`config.mk`:
```
export PLATFORM = sky130hd
export DESIGN_NAME = noise_squelch_controller
export DESIGN_NICKNAME = d
export VERILOG_FILES = /design/src/rtl/core/nsc_pkg.sv /design/src/rtl/core/nsc_cond.sv /design/src/rtl/core/nsc_ctrl.sv /design/src/rtl/core/noise_squelch_controller.sv
export SDC_FILE = /design/constraint.sdc
export NUM_CORES = 1
export LEC_CHECK = 0
export BUFFER_PORTS_ARGS = -buffer_cell sky130_fd_sc_hd__buf_2
export CORE_MARGIN = 1.5
export CORE_UTILIZATION = 30
export DETAILED_ROUTE_END_ITERATION = 10
export SYNTH_ARGS = -nofsm -noshare
export SYNTH_HDL_FRONTEND = slang
export SYNTH_HIERARCHICAL = 1
export SYNTH_SLANG_ARGS = --single-unit
```
`constraint.sdc`:
```
create_clock -name clk -period 10 [get_ports clk]
set_clock_uncertainty 0.15 [all_clocks]
set_input_delay 1.5 -clock clk [delete_from_list [all_inputs] [get_ports clk]]
set_output_delay 1.5 -clock clk [all_outputs]
set_load 0.1 [all_outputs]
```
`src/rtl/core/nsc_pkg.sv`:
```
`timescale 1ns / 1ps

package nsc_pkg;

    // Field widths.
    localparam int SAMPLE_W = 10;
    localparam int GAIN_W   = 8;
    localparam int TIMER_W  = 8;
    localparam int BAND_W   = 13;
    localparam int FS_SUM_W = 12;
    localparam int STEP_W   = 9;
    localparam int ADDR_W   = 3;
    localparam int DATA_W   = 32;

    // Register indexes, taken from paddr[2].
    localparam logic REG_INITIAL_GAIN      = 1'b0;
    localparam logic REG_INITIAL_DIODE_REF = 1'b1;

    // Squelch and calibration constants.
    localparam logic [SAMPLE_W-1:0] CAL_NOISE      = 10'd900;
    localparam logic [SAMPLE_W-1:0] KNOB_MIN       = 10'd26;
    localparam logic [SAMPLE_W-1:0] FULL_SCALE     = 10'd1023;
    localparam logic [SAMPLE_W-1:0] FS_LIMIT       = 10'd1000;
    localparam logic [SAMPLE_W-1:0] FS_THRESH      = 10'd16;
    localparam logic [SAMPLE_W-1:0] AVG_TAPS       = 10'd31;
    localparam logic signed [BAND_W-1:0] HYST      = 13'sd24;
    localparam logic [TIMER_W-1:0]  CLOSE_TICKS    = 8'd70;
    localparam logic [TIMER_W-1:0]  HOLDOFF_TICKS  = 8'd32;
    localparam logic [TIMER_W-1:0]  SETTLE_TICKS   = 8'd100;
    localparam logic [TIMER_W-1:0]  TEST_TICKS     = 8'd128;
    localparam logic [TIMER_W-1:0]  LOW_BLINK      = 8'd200;
    localparam logic [TIMER_W-1:0]  HIGH_BLINK     = 8'd25;
    localparam logic [GAIN_W-1:0]   GAIN_TOP       = 8'd127;
    localparam logic [GAIN_W-1:0]   GAIN_MIN_OK    = 8'd8;

    // Conditioned figures handed from the front end to the controller.
    typedef struct packed {
        logic [SAMPLE_W-1:0] band_lo;
        logic [SAMPLE_W-1:0] band_hi;
        logic [SAMPLE_W-1:0] avg_upd;
        logic [SAMPLE_W-1:0] fs_upd;
    } cond_t;

    // Configuration loads into the live gain and diode reference.
    typedef struct packed {
        logic                gain_we;
        logic [GAIN_W-1:0]   gain;
        logic                dref_we;
        logic [SAMPLE_W-1:0] dref;
    } cfg_write_t;

    // Fast/slow counter step as a function of the recent noise figure.
    function automatic logic signed [STEP_W-1:0] fs_step(input logic [SAMPLE_W-1:0] n);
        logic signed [STEP_W-1:0] s;
        begin
            priority if (n < 10'd16)  s = -9'sd15;
            else if (n < 10'd20)      s = -9'sd13;
            else if (n < 10'd24)      s = -9'sd11;
            else if (n < 10'd30)      s = -9'sd9;
            else if (n < 10'd36)      s = -9'sd7;
            else if (n < 10'd64)      s = -9'sd5;
            else if (n < 10'd72)      s = -9'sd3;
            else if (n < 10'd128)     s = -9'sd1;
            else if (n < 10'd144)     s = 9'sd1;
            else if (n < 10'd256)     s = 9'sd50;
            else if (n < 10'd512)     s = 9'sd100;
            else                      s = 9'sd200;
            return s;
        end
    endfunction

    // Saturate a signed band edge to the ADC range.
    function automatic logic [SAMPLE_W-1:0] clamp_adc(input logic signed [BAND_W-1:0] v);
        logic [SAMPLE_W-1:0] r;
        begin
            priority if (v < 13'sd0)                          r = '0;
            else if (v > signed'({3'b000, FULL_SCALE}))       r = FULL_SCALE;
            else                                              r = v[SAMPLE_W-1:0];
            return r;
        end
    endfunction

endpackage

```
`src/rtl/core/nsc_cond.sv`:
```
`timescale 1ns / 1ps

module nsc_cond
(
    input  logic [nsc_pkg::SAMPLE_W-1:0] noise,
    input  logic [nsc_pkg::SAMPLE_W-1:0] diode,
    input  logic [nsc_pkg::SAMPLE_W-1:0] knob,
    input  logic [nsc_pkg::SAMPLE_W-1:0] dref,
    input  logic [nsc_pkg::SAMPLE_W-1:0] avg,
    input  logic [nsc_pkg::SAMPLE_W-1:0] prev_noise,
    input  logic [nsc_pkg::SAMPLE_W-1:0] fs_count,
    output nsc_pkg::cond_t               cond
);

    logic [nsc_pkg::SAMPLE_W-1:0]        knob_eff;
    logic signed [nsc_pkg::BAND_W-1:0]   comp;
    logic [14:0]                         avg_sum;
    logic [nsc_pkg::SAMPLE_W:0]          recent_sum;
    logic [nsc_pkg::SAMPLE_W-1:0]        recent;
    logic signed [nsc_pkg::STEP_W-1:0]   step_val;
    logic signed [nsc_pkg::FS_SUM_W-1:0] fs_sum;

    always_comb
    begin
        // Squelch band: knob shifted by diode drift, plus or minus the hysteresis.
        knob_eff = (knob < nsc_pkg::KNOB_MIN) ? nsc_pkg::KNOB_MIN : knob;
        comp = signed'({3'b000, knob_eff}) + signed'({3'b000, dref})
             - signed'({3'b000, diode});
        cond.band_lo = nsc_pkg::clamp_adc(comp - nsc_pkg::HYST);
        cond.band_hi = nsc_pkg::clamp_adc(comp + nsc_pkg::HYST);

        // Running average with a 31/32 weight on the old value.
        avg_sum = {5'b00000, avg} * {5'b00000, nsc_pkg::AVG_TAPS} + {5'b00000, noise};
        cond.avg_upd = avg_sum[14:5];

        // Recent figure is the rounded mean of the two newest samples; it moves
        // the saturating fast/slow counter.
        recent_sum = {1'b0, noise} + {1'b0, prev_noise} + 11'd1;
        recent = recent_sum[nsc_pkg::SAMPLE_W:1];
        step_val = nsc_pkg::fs_step(recent);
        fs_sum = signed'({2'b00, fs_count}) + {{3{step_val[nsc_pkg::STEP_W-1]}}, step_val};
        priority if (fs_sum > signed'({2'b00, nsc_pkg::FS_LIMIT}))
            cond.fs_upd = nsc_pkg::FS_LIMIT;
        else if (fs_sum < 12'sd0)
            cond.fs_upd = '0;
        else
            cond.fs_upd = fs_sum[nsc_pkg::SAMPLE_W-1:0];
    end

endmodule

```
`src/rtl/core/nsc_ctrl.sv`:
```
`timescale 1ns / 1ps

module nsc_ctrl
(
    input  logic                         clk,
    input  logic                         rst_n,
    input  logic                         step,
    input  logic [nsc_pkg::SAMPLE_W-1:0] noise,
    input  logic [nsc_pkg::SAMPLE_W-1:0] diode,
    input  logic [nsc_pkg::SAMPLE_W-1:0] knob,
    input  logic                         calibrate,
    input  logic                         store_diode,
    input  nsc_pkg::cfg_write_t          cfg,
    output logic                         cor,
    output logic                         led,
    output logic [nsc_pkg::GAIN_W-1:0]   gain,
    output logic                         gain_write,
    output logic                         cal_store,
    output logic [nsc_pkg::SAMPLE_W-1:0] diode_ref
);

    typedef enum logic [2:0] {
        SQ_CLOSED    = 3'd0,
        SQ_OPEN      = 3'd1,
        SQ_TAIL      = 3'd2,
        SQ_OPEN_FAST = 3'd3,
        SQ_HOLDOFF   = 3'd4
    } sq_state_t;

    typedef enum logic [2:0] {
        CS_START    = 3'd0,
        CS_DEBOUNCE = 3'd1,
        CS_SET      = 3'd2,
        CS_TEST     = 3'd3,
        CS_DONE     = 3'd4,
        CS_TOO_LOW  = 3'd5,
        CS_TOO_HIGH = 3'd6
    } cal_state_t;

    sq_state_t                     sq_reg, sq_next;
    cal_state_t                    cs_reg, cs_next;
    logic [nsc_pkg::TIMER_W-1:0]   timer_reg, timer_next;
    logic [nsc_pkg::SAMPLE_W-1:0]  avg_reg, avg_next;
    logic [nsc_pkg::SAMPLE_W-1:0]  prev_reg;
    logic [nsc_pkg::SAMPLE_W-1:0]  fs_reg, fs_next;
    logic [nsc_pkg::SAMPLE_W-1:0]  dref_reg, dref_next;
    logic [nsc_pkg::GAIN_W-1:0]    gain_reg, gain_next;
    logic                          cor_reg, cor_next;
    logic                          led_reg, led_next;
    logic                          gain_write_reg, gain_write_next;
    logic                          cal_store_reg, cal_store_next;
    logic [nsc_pkg::GAIN_W-1:0]    gain_inc;
    nsc_pkg::cond_t                cond;

    nsc_cond u_cond
    (
        .noise      (noise),
        .diode      (diode),
        .knob       (knob),
        .dref       (dref_reg),
        .avg        (avg_reg),
        .prev_noise (prev_reg),
        .fs_count   (fs_reg),
        .cond       (cond)
    );

    assign gain_inc = gain_reg + 8'd1;

    // Next state for one tick: calibration sequencer or squelch machine.
    always_comb
    begin
        sq_next         = sq_reg;
        cs_next         = cs_reg;
        timer_next      = (timer_reg != '0) ? timer_reg - 8'd1 : timer_reg;
        avg_next        = cond.avg_upd;
        fs_next         = cond.fs_upd;
        dref_next       = dref_reg;
        gain_next       = gain_reg;
        cor_next        = cor_reg;
        led_next        = led_reg;
        gain_write_next = 1'b0;
        cal_store_next  = 1'b0;

        if (calibrate)
        begin
            cor_next = 1'b0;
            unique case (cs_reg)
                CS_START:
                begin
                    gain_next  = '0;
                    timer_next = nsc_pkg::SETTLE_TICKS;
                    cs_next    = CS_DEBOUNCE;
                end
                CS_DEBOUNCE:
                begin
                    if (timer_next == '0)
                    begin
                        led_next = 1'b0;
                        cs_next  = CS_SET;
                    end
                end
                CS_SET:
                begin
                    avg_next        = '0;
                    gain_write_next = 1'b1;
                    led_next        = (gain_reg[2:0] == 3'b111);
                    timer_next      = nsc_pkg::TEST_TICKS;
                    cs_next         = CS_TEST;
                end
                CS_TEST:
                begin
                    if (timer_next == '0)
                    begin
                        if (avg_next > nsc_pkg::CAL_NOISE)
                        begin
                            if (gain_reg < nsc_pkg::GAIN_MIN_OK)
                            begin
                                cs_next = CS_TOO_HIGH;
                            end
                            else
                            begin
                                if (store_diode)
                                begin
                                    dref_next = diode;
                                end
                                cal_store_next = 1'b1;
                                cs_next        = CS_DONE;
                            end
                        end
                        else
                        begin
                            gain_next = gain_inc;
                            cs_next   = (gain_inc > nsc_pkg::GAIN_TOP) ? CS_TOO_LOW : CS_SET;
                        end
                    end
                end
                CS_DONE:
                begin
                    led_next = 1'b1;
                end
                CS_TOO_LOW:
                begin
                    if (timer_next == '0)
                    begin
                        led_next   = ~led_reg;
                        timer_next = nsc_pkg::LOW_BLINK;
                    end
                end
                CS_TOO_HIGH:
                begin
                    if (timer_next == '0)
                    begin
                        led_next   = ~led_reg;
                        timer_next = nsc_pkg::HIGH_BLINK;
                    end
                end
                default:
                begin
                    cs_next = CS_START;
                end
            endcase
        end
        else
        begin
            cs_next = CS_START;
            unique case (sq_reg)
                SQ_CLOSED:
                begin
                    led_next = 1'b0;
                    cor_next = 1'b0;
                    if (avg_next < cond.band_lo)
                    begin
                        fs_next = nsc_pkg::FS_LIMIT;
                        sq_next = SQ_OPEN;
                    end
                end
                SQ_OPEN:
                begin
                    cor_next = 1'b1;
                    led_next = 1'b1;
                    if (fs_next == '0)
                    begin
                        sq_next = SQ_OPEN_FAST;
                    end
                    else if (avg_next >= cond.band_hi)
                    begin
                        timer_next = nsc_pkg::CLOSE_TICKS;
                        sq_next    = SQ_TAIL;
                    end
                end
                SQ_TAIL:
                begin
                    cor_next = 1'b1;
                    led_next = 1'b1;
                    if (timer_next == '0)
                    begin
                        if (avg_next < cond.band_hi)
                        begin
                            fs_next = nsc_pkg::FS_LIMIT;
                            sq_next = SQ_OPEN;
                        end
                        else
                        begin
                            cor_next = 1'b0;
                            led_next = 1'b0;
                            sq_next  = SQ_CLOSED;
                        end
                    end
                end
                SQ_OPEN_FAST:
                begin
                    cor_next = 1'b1;
                    led_next = 1'b1;
                    if (fs_next > nsc_pkg::FS_THRESH)
                    begin
                        sq_next = SQ_OPEN;
                        fs_next = nsc_pkg::FS_LIMIT;
                    end
                    else if (noise >= cond.band_hi)
                    begin
                        avg_next   = nsc_pkg::CAL_NOISE;
                        timer_next = nsc_pkg::HOLDOFF_TICKS;
                        fs_next    = nsc_pkg::FS_LIMIT;
                        cor_next   = 1'b0;
                        led_next   = 1'b0;
                        sq_next    = SQ_HOLDOFF;
                    end
                end
                SQ_HOLDOFF:
                begin
                    if (timer_next == '0)
                    begin
                        sq_next = SQ_CLOSED;
                    end
                end
                default:
                begin
                    sq_next = SQ_CLOSED;
                end
            endcase
        end
    end

    // State and result registers; configuration loads gain and reference.
    always_ff @(posedge clk or negedge rst_n)
    begin
        if (!rst_n)
        begin
            sq_reg         <= SQ_CLOSED;
            cs_reg         <= CS_START;
            timer_reg      <= '0;
            avg_reg        <= nsc_pkg::CAL_NOISE;
            prev_reg       <= '0;
            fs_reg         <= '0;
            dref_reg       <= '0;
            gain_reg       <= '0;
            cor_reg        <= 1'b0;
            led_reg        <= 1'b0;
            gain_write_reg <= 1'b0;
            cal_store_reg  <= 1'b0;
        end
        else if (step)
        begin
            sq_reg         <= sq_next;
            cs_reg         <= cs_next;
            timer_reg      <= timer_next;
            avg_reg        <= avg_next;
            prev_reg       <= noise;
            fs_reg         <= fs_next;
            dref_reg       <= dref_next;
            gain_reg       <= gain_next;
            cor_reg        <= cor_next;
            led_reg        <= led_next;
            gain_write_reg <= gain_write_next;
            cal_store_reg  <= cal_store_next;
        end
        else
        begin
            if (cfg.gain_we)
            begin
                gain_reg <= cfg.gain;
            end
            if (cfg.dref_we)
            begin
                dref_reg <= cfg.dref;
            end
        end
    end

    assign cor        = cor_reg;
    assign led        = led_reg;
    assign gain       = gain_reg;
    assign gain_write = gain_write_reg;
    assign cal_store  = cal_store_reg;
    assign diode_ref  = dref_reg;

    // Carrier is only reported from one of the open squelch states.
    a_cor_open: assert property (@(posedge clk) disable iff (!rst_n)
        cor_reg |-> (sq_reg == SQ_OPEN || sq_reg == SQ_TAIL || sq_reg == SQ_OPEN_FAST))
        else $error("carrier detect outside an open squelch state");

    // A store pulse is only raised on the tick that enters done.
    a_store_done: assert property (@(posedge clk) disable iff (!rst_n)
        cal_store_reg |-> (cs_reg == CS_DONE))
        else $error("calibration store pulse without done state");

    // A gain write comes from the set step, which always moves on to test.
    a_write_test: assert property (@(posedge clk) disable iff (!rst_n)
        gain_write_reg |-> (cs_reg == CS_TEST))
        else $error("gain write pulse outside test state");

    // The fast/slow counter stays inside its saturation range.
    a_fs_range: assert property (@(posedge clk) disable iff (!rst_n)
        fs_reg <= nsc_pkg::FS_LIMIT)
        else $error("fast/slow counter out of range");

endmodule

```
`src/rtl/core/noise_squelch_controller.sv`:
```
`timescale 1ns / 1ps

// Noise squelch controller. Each input beat carries one sample tick (noise,
// diode and knob samples plus the calibrate and store_diode flags) and
// produces exactly one result beat with carrier detect, the LED, the
// attenuator gain, its write pulse, the calibration store pulse and the
// diode reference. A beat is registered on entry, and the whole tick update
// (band, 31/32 average, fast/slow counter and the squelch or calibration
// machine) is evaluated from the staged beat, once the result slot is free,
// straight into the state and result registers, which present the result
// beat; one beat is taken every cycle as long as results are drained. The APB
// registers initial_gain (address 0) and initial_diode_ref (address 4) load
// the live gain and diode reference when written, unless a tick is evaluated
// in that cycle, and read back their stored values; write them only
// while no beat is in flight.
module noise_squelch_controller
(
    input  logic                         clk,
    input  logic                         rst_n,

    input  logic                         in_valid,
    output logic                         in_ready,
    input  logic [nsc_pkg::SAMPLE_W-1:0] noise_sample,
    input  logic [nsc_pkg::SAMPLE_W-1:0] diode_sample,
    input  logic [nsc_pkg::SAMPLE_W-1:0] knob_level,
    input  logic                         calibrate,
    input  logic                         store_diode,

    output logic                         out_valid,
    input  logic                         out_ready,
    output logic                         carrier_detect,
    output logic                         led,
    output logic [nsc_pkg::GAIN_W-1:0]   gain_value,
    output logic                         gain_write,
    output logic                         cal_store,
    output logic [nsc_pkg::SAMPLE_W-1:0] diode_ref_out,

    input  logic                         psel,
    input  logic                         penable,
    input  logic                         pwrite,
    input  logic [nsc_pkg::ADDR_W-1:0]   paddr,
    input  logic [nsc_pkg::DATA_W-1:0]   pwdata,
    output logic [nsc_pkg::DATA_W-1:0]   prdata,
    output logic                         pready
);

    logic                         in_valid_reg;
    logic [nsc_pkg::SAMPLE_W-1:0] noise_reg;
    logic [nsc_pkg::SAMPLE_W-1:0] diode_reg;
    logic [nsc_pkg::SAMPLE_W-1:0] knob_reg;
    logic                         calibrate_reg;
    logic                         store_diode_reg;
    logic                         out_valid_reg;
    logic                         step;
    logic                         cfg_wr;
    logic [nsc_pkg::GAIN_W-1:0]   initial_gain_reg;
    logic [nsc_pkg::SAMPLE_W-1:0] initial_diode_ref_reg;
    nsc_pkg::cfg_write_t          cfg;

    // The tick is evaluated when a beat is staged and the result slot is free.
    assign step     = in_valid_reg && (!out_valid_reg || out_ready);
    assign in_ready = !in_valid_reg || step;

    // Input staging register.
    always_ff @(posedge clk or negedge rst_n)
    begin
        if (!rst_n)
        begin
            in_valid_reg <= 1'b0;
        end
        else if (in_ready)
        begin
            in_valid_reg <= in_valid;
        end
    end

    always_ff @(posedge clk)
    begin
        if (in_ready && in_valid)
        begin
            noise_reg       <= noise_sample;
            diode_reg       <= diode_sample;
            knob_reg        <= knob_level;
            calibrate_reg   <= calibrate;
            store_diode_reg <= store_diode;
        end
    end

    // Result beat valid flag.
    always_ff @(posedge clk or negedge rst_n)
    begin
        if (!rst_n)
        begin
            out_valid_reg <= 1'b0;
        end
        else if (step)
        begin
            out_valid_reg <= 1'b1;
        end
        else if (out_ready)
        begin
            out_valid_reg <= 1'b0;
        end
    end

    assign out_valid = out_valid_reg;

    // APB register file.
    assign pready = 1'b1;
    assign cfg_wr = psel && penable && pwrite && pready;

    always_ff @(posedge clk or negedge rst_n)
    begin
        if (!rst_n)
        begin
            initial_gain_reg      <= '0;
            initial_diode_ref_reg <= '0;
        end
        else if (cfg_wr)
        begin
            unique case (paddr[2])
                nsc_pkg::REG_INITIAL_GAIN:
                begin
                    initial_gain_reg <= pwdata[nsc_pkg::GAIN_W-1:0];
                end
                nsc_pkg::REG_INITIAL_DIODE_REF:
                begin
                    initial_diode_ref_reg <= pwdata[nsc_pkg::SAMPLE_W-1:0];
                end
                default:
                begin
                    initial_gain_reg <= initial_gain_reg;
                end
            endcase
        end
    end

    always_comb
    begin
        unique case (paddr[2])
            nsc_pkg::REG_INITIAL_GAIN:
            begin
                prdata = {{(nsc_pkg::DATA_W-nsc_pkg::GAIN_W){1'b0}}, initial_gain_reg};
            end
            nsc_pkg::REG_INITIAL_DIODE_REF:
            begin
                prdata = {{(nsc_pkg::DATA_W-nsc_pkg::SAMPLE_W){1'b0}}, initial_diode_ref_reg};
            end
            default:
            begin
                prdata = '0;
            end
        endcase
    end

    // A register write also loads the live value, as a load from storage.
    always_comb
    begin
        cfg.gain_we = cfg_wr && (paddr[2] == nsc_pkg::REG_INITIAL_GAIN);
        cfg.gain    = pwdata[nsc_pkg::GAIN_W-1:0];
        cfg.dref_we = cfg_wr && (paddr[2] == nsc_pkg::REG_INITIAL_DIODE_REF);
        cfg.dref    = pwdata[nsc_pkg::SAMPLE_W-1:0];
    end

    nsc_ctrl u_ctrl
    (
        .clk         (clk),
        .rst_n       (rst_n),
        .step        (step),
        .noise       (noise_reg),
        .diode       (diode_reg),
        .knob        (knob_reg),
        .calibrate   (calibrate_reg),
        .store_diode (store_diode_reg),
        .cfg         (cfg),
        .cor         (carrier_detect),
        .led         (led),
        .gain        (gain_value),
        .gain_write  (gain_write),
        .cal_store   (cal_store),
        .diode_ref   (diode_ref_out)
    );

endmodule

```
Yosys cells after proc, flatten, opt, wreduce, memory -nomap -nowiden. Cells that the tools add are included.

Add/sub/neg operators: 10. Reduce and logical (&&, ||, !) cells: 29. Eq/ne operators: 30. Mux-type cells: 90. Multiply operators: 1. Order comparisons: 26. Bitwise gates (word level): 3.

Operators by type and width (number): two-way mux 10 bit (26); two-way mux 8 bit (16); two-way mux 9 bit (8); case mux 32 bit (2 select lines) (1); < comparator 10 x 5 -> 1 bit, second input constant (5); two-way mux 3 bit (12); case mux 8 bit (2 select lines) (2); case mux 8 bit (4 select lines) (1); case mux 10 bit (3 select lines) (1); case mux 3 bit (5 select lines) (2); greater-than comparator 13 x 11 -> 1 bit, second input constant (2); < comparator 13 x 1 -> 1 bit, second input constant (2); adder 10 x 10 -> 11 bit (2); greater-or-equal comparator 10 bit (2); < comparator 10 bit (2); < comparator 10 x 7 -> 1 bit, second input constant (2); < comparator 10 x 8 -> 1 bit, second input constant (2); two-way mux 1 bit (18); adder 15 x 10 -> 15 bit (1); == test 3 bit, second input constant (5); multiplier 10 x 5 -> 15 bit, second input constant (1); AND reduction 7 bit (2); adder 12 x 6 -> 13 bit, second input constant (1); subtractor 12 x 6 -> 13 bit, second input constant (1); other kinds (39) (72).

Register bits after elaboration: 118. Output and inout port bits: 57. Bits of input ports: 74. Word-level logic and storage cells: 210.

Longest topological paths before layout.
Depth in word-level cells: 22. Gate-level depth with buffers: 28. Depth with buffers taken out: 28.

Modules after synthesis. The synthesis kept the hierarchy.

By module, submodules not included: nsc_ctrl (area each 4595.7 sq um, cells each 495, seq. area each 1656.6 sq um, instances 1); nsc_cond (area each 4344.2 sq um, cells each 552, seq. area each 0.0 sq um, instances 1); noise_squelch_controller (area each 2079.5 sq um, cells each 117, seq. area each 1461.4 sq um, instances 1).

Worst setup path after synthesis. No wires, ideal clock.

Path kind: reg-to-reg. Start point: register noise_reg[5] in the netlist's numbering. End point: register u_ctrl/timer_reg[3] in the netlist's numbering. Setup slack: 3290 ps. Arrival: 6434 ps. Stages on the path, launching flop included: 25. Data required time: 9724 ps. Clock period less this slack: 6710 ps. Cells stage by stage: edfxtp_1 -> ha_1 -> and2_1 -> o21ai_1 -> o21ai_2 -> o41ai_2 -> mux2_2 -> nor4_1 -> nand2_1 -> a22oi_1 -> ha_1 -> o21ai_0 -> o21a_1 -> o21ai_1 -> a21o_1 -> a311o_1 -> or3_1 -> clkbuf_1 -> and4b_1 -> or4_1 -> a211oi_1 -> nand2_1 -> o311ai_1 -> nand2_1 -> a221o_1.

RTL lines: start: declaration (line noise_squelch_controller.sv:48) `logic [nsc_pkg::SAMPLE_W-1:0] noise_reg;`; start signal: assignment (line noise_squelch_controller.sv:81) `noise_reg <= noise_sample;`; end signal: assignment (line nsc_ctrl.sv:266) `timer_reg <= timer_next;`; end: declaration (line nsc_ctrl.sv:42) `logic [nsc_pkg::TIMER_W-1:0] timer_reg, timer_next;`.

==> key figures <==
Clocking
  • Clock latency on the worst-skew pair: 430 ps
  • Clk buf depth: 2
  • Post-CTS Resized: 0
  • Setup Buffers After CTS: 0
  • CTS tree: done
  • Num CTS Buffers: 17
  • Root Buffer: clkbuf_16
  • Clock slew seen by the registers of the worst setup and hold paths: 60 ps
  • Htree depth: 4
  • Clock Sinks: 118
  • Hold-fix buffers, CTS: 0

Finish
  • Nets: 1447
  • Layout overhead on the synthesized area: 12.9%
  • ANT cells: 0
  • Finished Layout Cells: 1720
  • Share of cells above drive strength 1: 19.6%

Synthesis
  • Post-synth EDFFs: 32
  • Yosys cell types: 111
  • Syn Area/Cell: 9.47 sq um
  • Synth top area share: 18.6%
  • Post-synthesis cell count: 1164
  • Top FF cell, synth: dfrtp_1
  • Ys Warns: 6
  • Leading area contributor after synthesis: dfrtp_1
  • Post-synthesis sequential area ratio: 28.3%
  • Synthesized cell area: 11000 sq um
  • Dominant cells by area after synthesis: dfrtp_1, ha_1, edfxtp_1
  • Async SR Flop Fraction: 72.9%
  • FF+latch count, synth: 118

Floorplan
  • Boundary pin count: 131
  • Die Height: 195 microns
  • Die ar.: 37900 sq um
  • Die Wd: 195 microns
  • Starting Density: 30.3%
  • Core Area: 36300 sq um
  • Rows: 70

Global route
  • Largest net degree at the start of global routing: 71
  • Initial antenna violation count: 1
  • Gr usage total: 14.8%
  • First-pass GRT wire length: 45.5 mm
  • GRT overflow: 0
  • Vias in the first global route: 8934

Placed design
  • Final GP Congestion: 0.821
  • Final HPWL DP: 20.8 mm
  • Cell total after placement: 1688
  • I/O Buffers: 83

Hold path
  • Hold Crit Class: reg -> reg

Setup path
  • Crit-path max FO: 8
  • Crit path launch type: flip-flop
  • CP Capture Type: flip-flop
  • Worst path required time: 10160 ps
  • Arr. time, crit path: 8150 ps
  • Crit path kind: reg -> reg

Detailed routing
  • Via count: 8839
  • Iter 0 DRT Violations: 460
  • Wire per inst: 15.7 microns
  • Antenna viol nets, final: 0
  • Post-detailed-route via-to-cell ratio: 5.14
  • DRT Wirelength: 26.9 mm
  • Detailed Routing Iterations Pass 1: 7
  • DRC viols: 0

Timing
  • Slew @ Worst Pin: 926 ps
  • # setup viols final: 0
  • Setup TNS: 0 ps
  • Hold Fails Final Rpt: 0
  • Relative slew margins: 38.2%
  • RSZ-0062 raised after global routing: no
  • Minimum period implied by the final worst setup slack: 7990 ps
  • Max-slew violation count: 0
  • Period utilization: 79.9%
  • FMAX: 0.125 GHz

Job
  • Max cap viols: 0

Outcome
  • Status: finished clean
## logic make-up after synthesis
kind of cell | after synthesis | share of synthesized area [%]
fa+ha+maj | 134 | 18.2
flops | 118 | 28.3
compound gates | 302 | 20.0
mux | 68 | 7.15
other cells | 2 | 0.0682
buf+inv | 179 | 7.41
simple gates | 327 | 16.1
xor+xnor | 34 | 2.70
## per-stage QoR
step | hold WS, ps | setup WS (ps) | cell area [sq um] | util, %
2_1_floorplan | 299 | 3290 | 11100 | -
3_3_place_gp | 306 | 2230 | 11800 | 32.4
3_5_place_dp | 328 | 2140 | 11800 | 32.4
4_1_cts | 342 | 2080 | 12400 | 34.2
5_1_grt | 368 | 1400 | 12400 | 34.2
6_report | 335 | 2010 | 12400 | 34.2
## cells in the final DEF, fill, tap and decap left out, types with 7 or more instances in the layout
cell type  synthesis  final
inv_1            127    127
ha_1              90     90
dfrtp_1           82     82
buf_2              1     82
nor2_1            80     80
a21oi_1           67     67
nand2_1           62     62
mux2_2            50     50
o21ai_0           48     48
fa_1              44     44
nor3_1            36     36
edfxtp_1          32     32
xnor2_1           27     27
conb_1             2     23
clkbuf_16          0     20
nand3_1           20     20
nor2b_1           17     17
o21a_1            14     14
o211ai_1          14     14
a21o_1            13     13
nand2b_1          12     12
nand4_1           12     12
and3_1            12     12
a31oi_1           12     12
or2_2             11     11
a211o_1           11     11
a211oi_1          11     11
a22o_1            11     11
mux2_4             9      9
mux2i_1            9      9
or3_1              8      8
nor3b_1            7      7
o21ai_1            7      7
xor2_1             7      7
## Yosys cell counts (all sizes together) (8+ instances only)
| cell type | n |
|---|---|
| a211o | 12 |
| a211oi | 13 |
| a21o | 13 |
| a21oi | 73 |
| a22o | 12 |
| a31oi | 12 |
| and2 | 8 |
| and3 | 15 |
| buf | 34 |
| clkbuf | 16 |
| dfrtp | 82 |
| edfxtp | 32 |
| fa | 44 |
| ha | 90 |
| inv | 128 |
| mux2 | 59 |
| mux2i | 9 |
| nand2 | 62 |
| nand2b | 12 |
| nand3 | 22 |
| nand4 | 13 |
| nor2 | 80 |
| nor2b | 17 |
| nor3 | 37 |
| nor4 | 9 |
| o211ai | 15 |
| o21a | 14 |
| o21ai | 58 |
| or2 | 13 |
| or3 | 9 |
| xnor2 | 27 |
## routing by layer
metal / global-route usage, % / share of wire (%) / vias to the layer above
li1: - / - / 4333
met1: 19.3 / 46 / 4264
met2: 24.7 / 48 / 214
met3: 2.85 / 4.9 / 26
met4: 4.28 / 1.2 / 2
met5: 0 / 0.045 / -
## path summary, 6_finish.rpt
path | startpoint | end | slack [ps] | cells after the start
worst max register to register | noise_reg[5] | u_ctrl/timer_reg[3] | 2010 | 24
worst max-delay path | noise_reg[5] | u_ctrl/timer_reg[3] | 2010 | 24
min in group asynchronous | rst_n | initial_diode_ref_reg[3] | 780 | 1
worst min register to register | in_valid_reg | out_valid | 330 | 1
worst min-delay path | in_valid_reg | out_valid | 330 | 1
max in group asynchronous | rst_n | u_ctrl/prev_reg[3] | 7720 | 2
## cell type report
cell class / instances / area [sq um]
fillers: 3682 / 23900
multi-input cells: 888 / 7170
flip-flops and latches: 118 / 3120
well taps: 468 / 586
clock buffers: 22 / 528
inverters: 128 / 480
repair buffers: 86 / 440
clock inverters: 10 / 126
## critical path: stages, from the launching register on
cell,delay (ps)
edfxtp_1,510
ha_1,400
and2_1,170
o21ai_1,210
o21ai_2,140
o41ai_2,340
mux2_2,400
nor4_1,450
nand2_1,100
a22oi_1,210
ha_1,310
o21ai_0,220
o21a_1,220
o21ai_1,90
a21o_1,210
a311o_1,420
and4_1,230
o21ai_1,390
nand3_1,210
or4_1,630
a211oi_1,450
nand2_1,290
o311ai_1,690
nand2_1,110
a221o_1,310
Power is left out: the tool's default activity adds up to more than one toggle a clock period on the data nets, which glitch-free logic cannot reach.
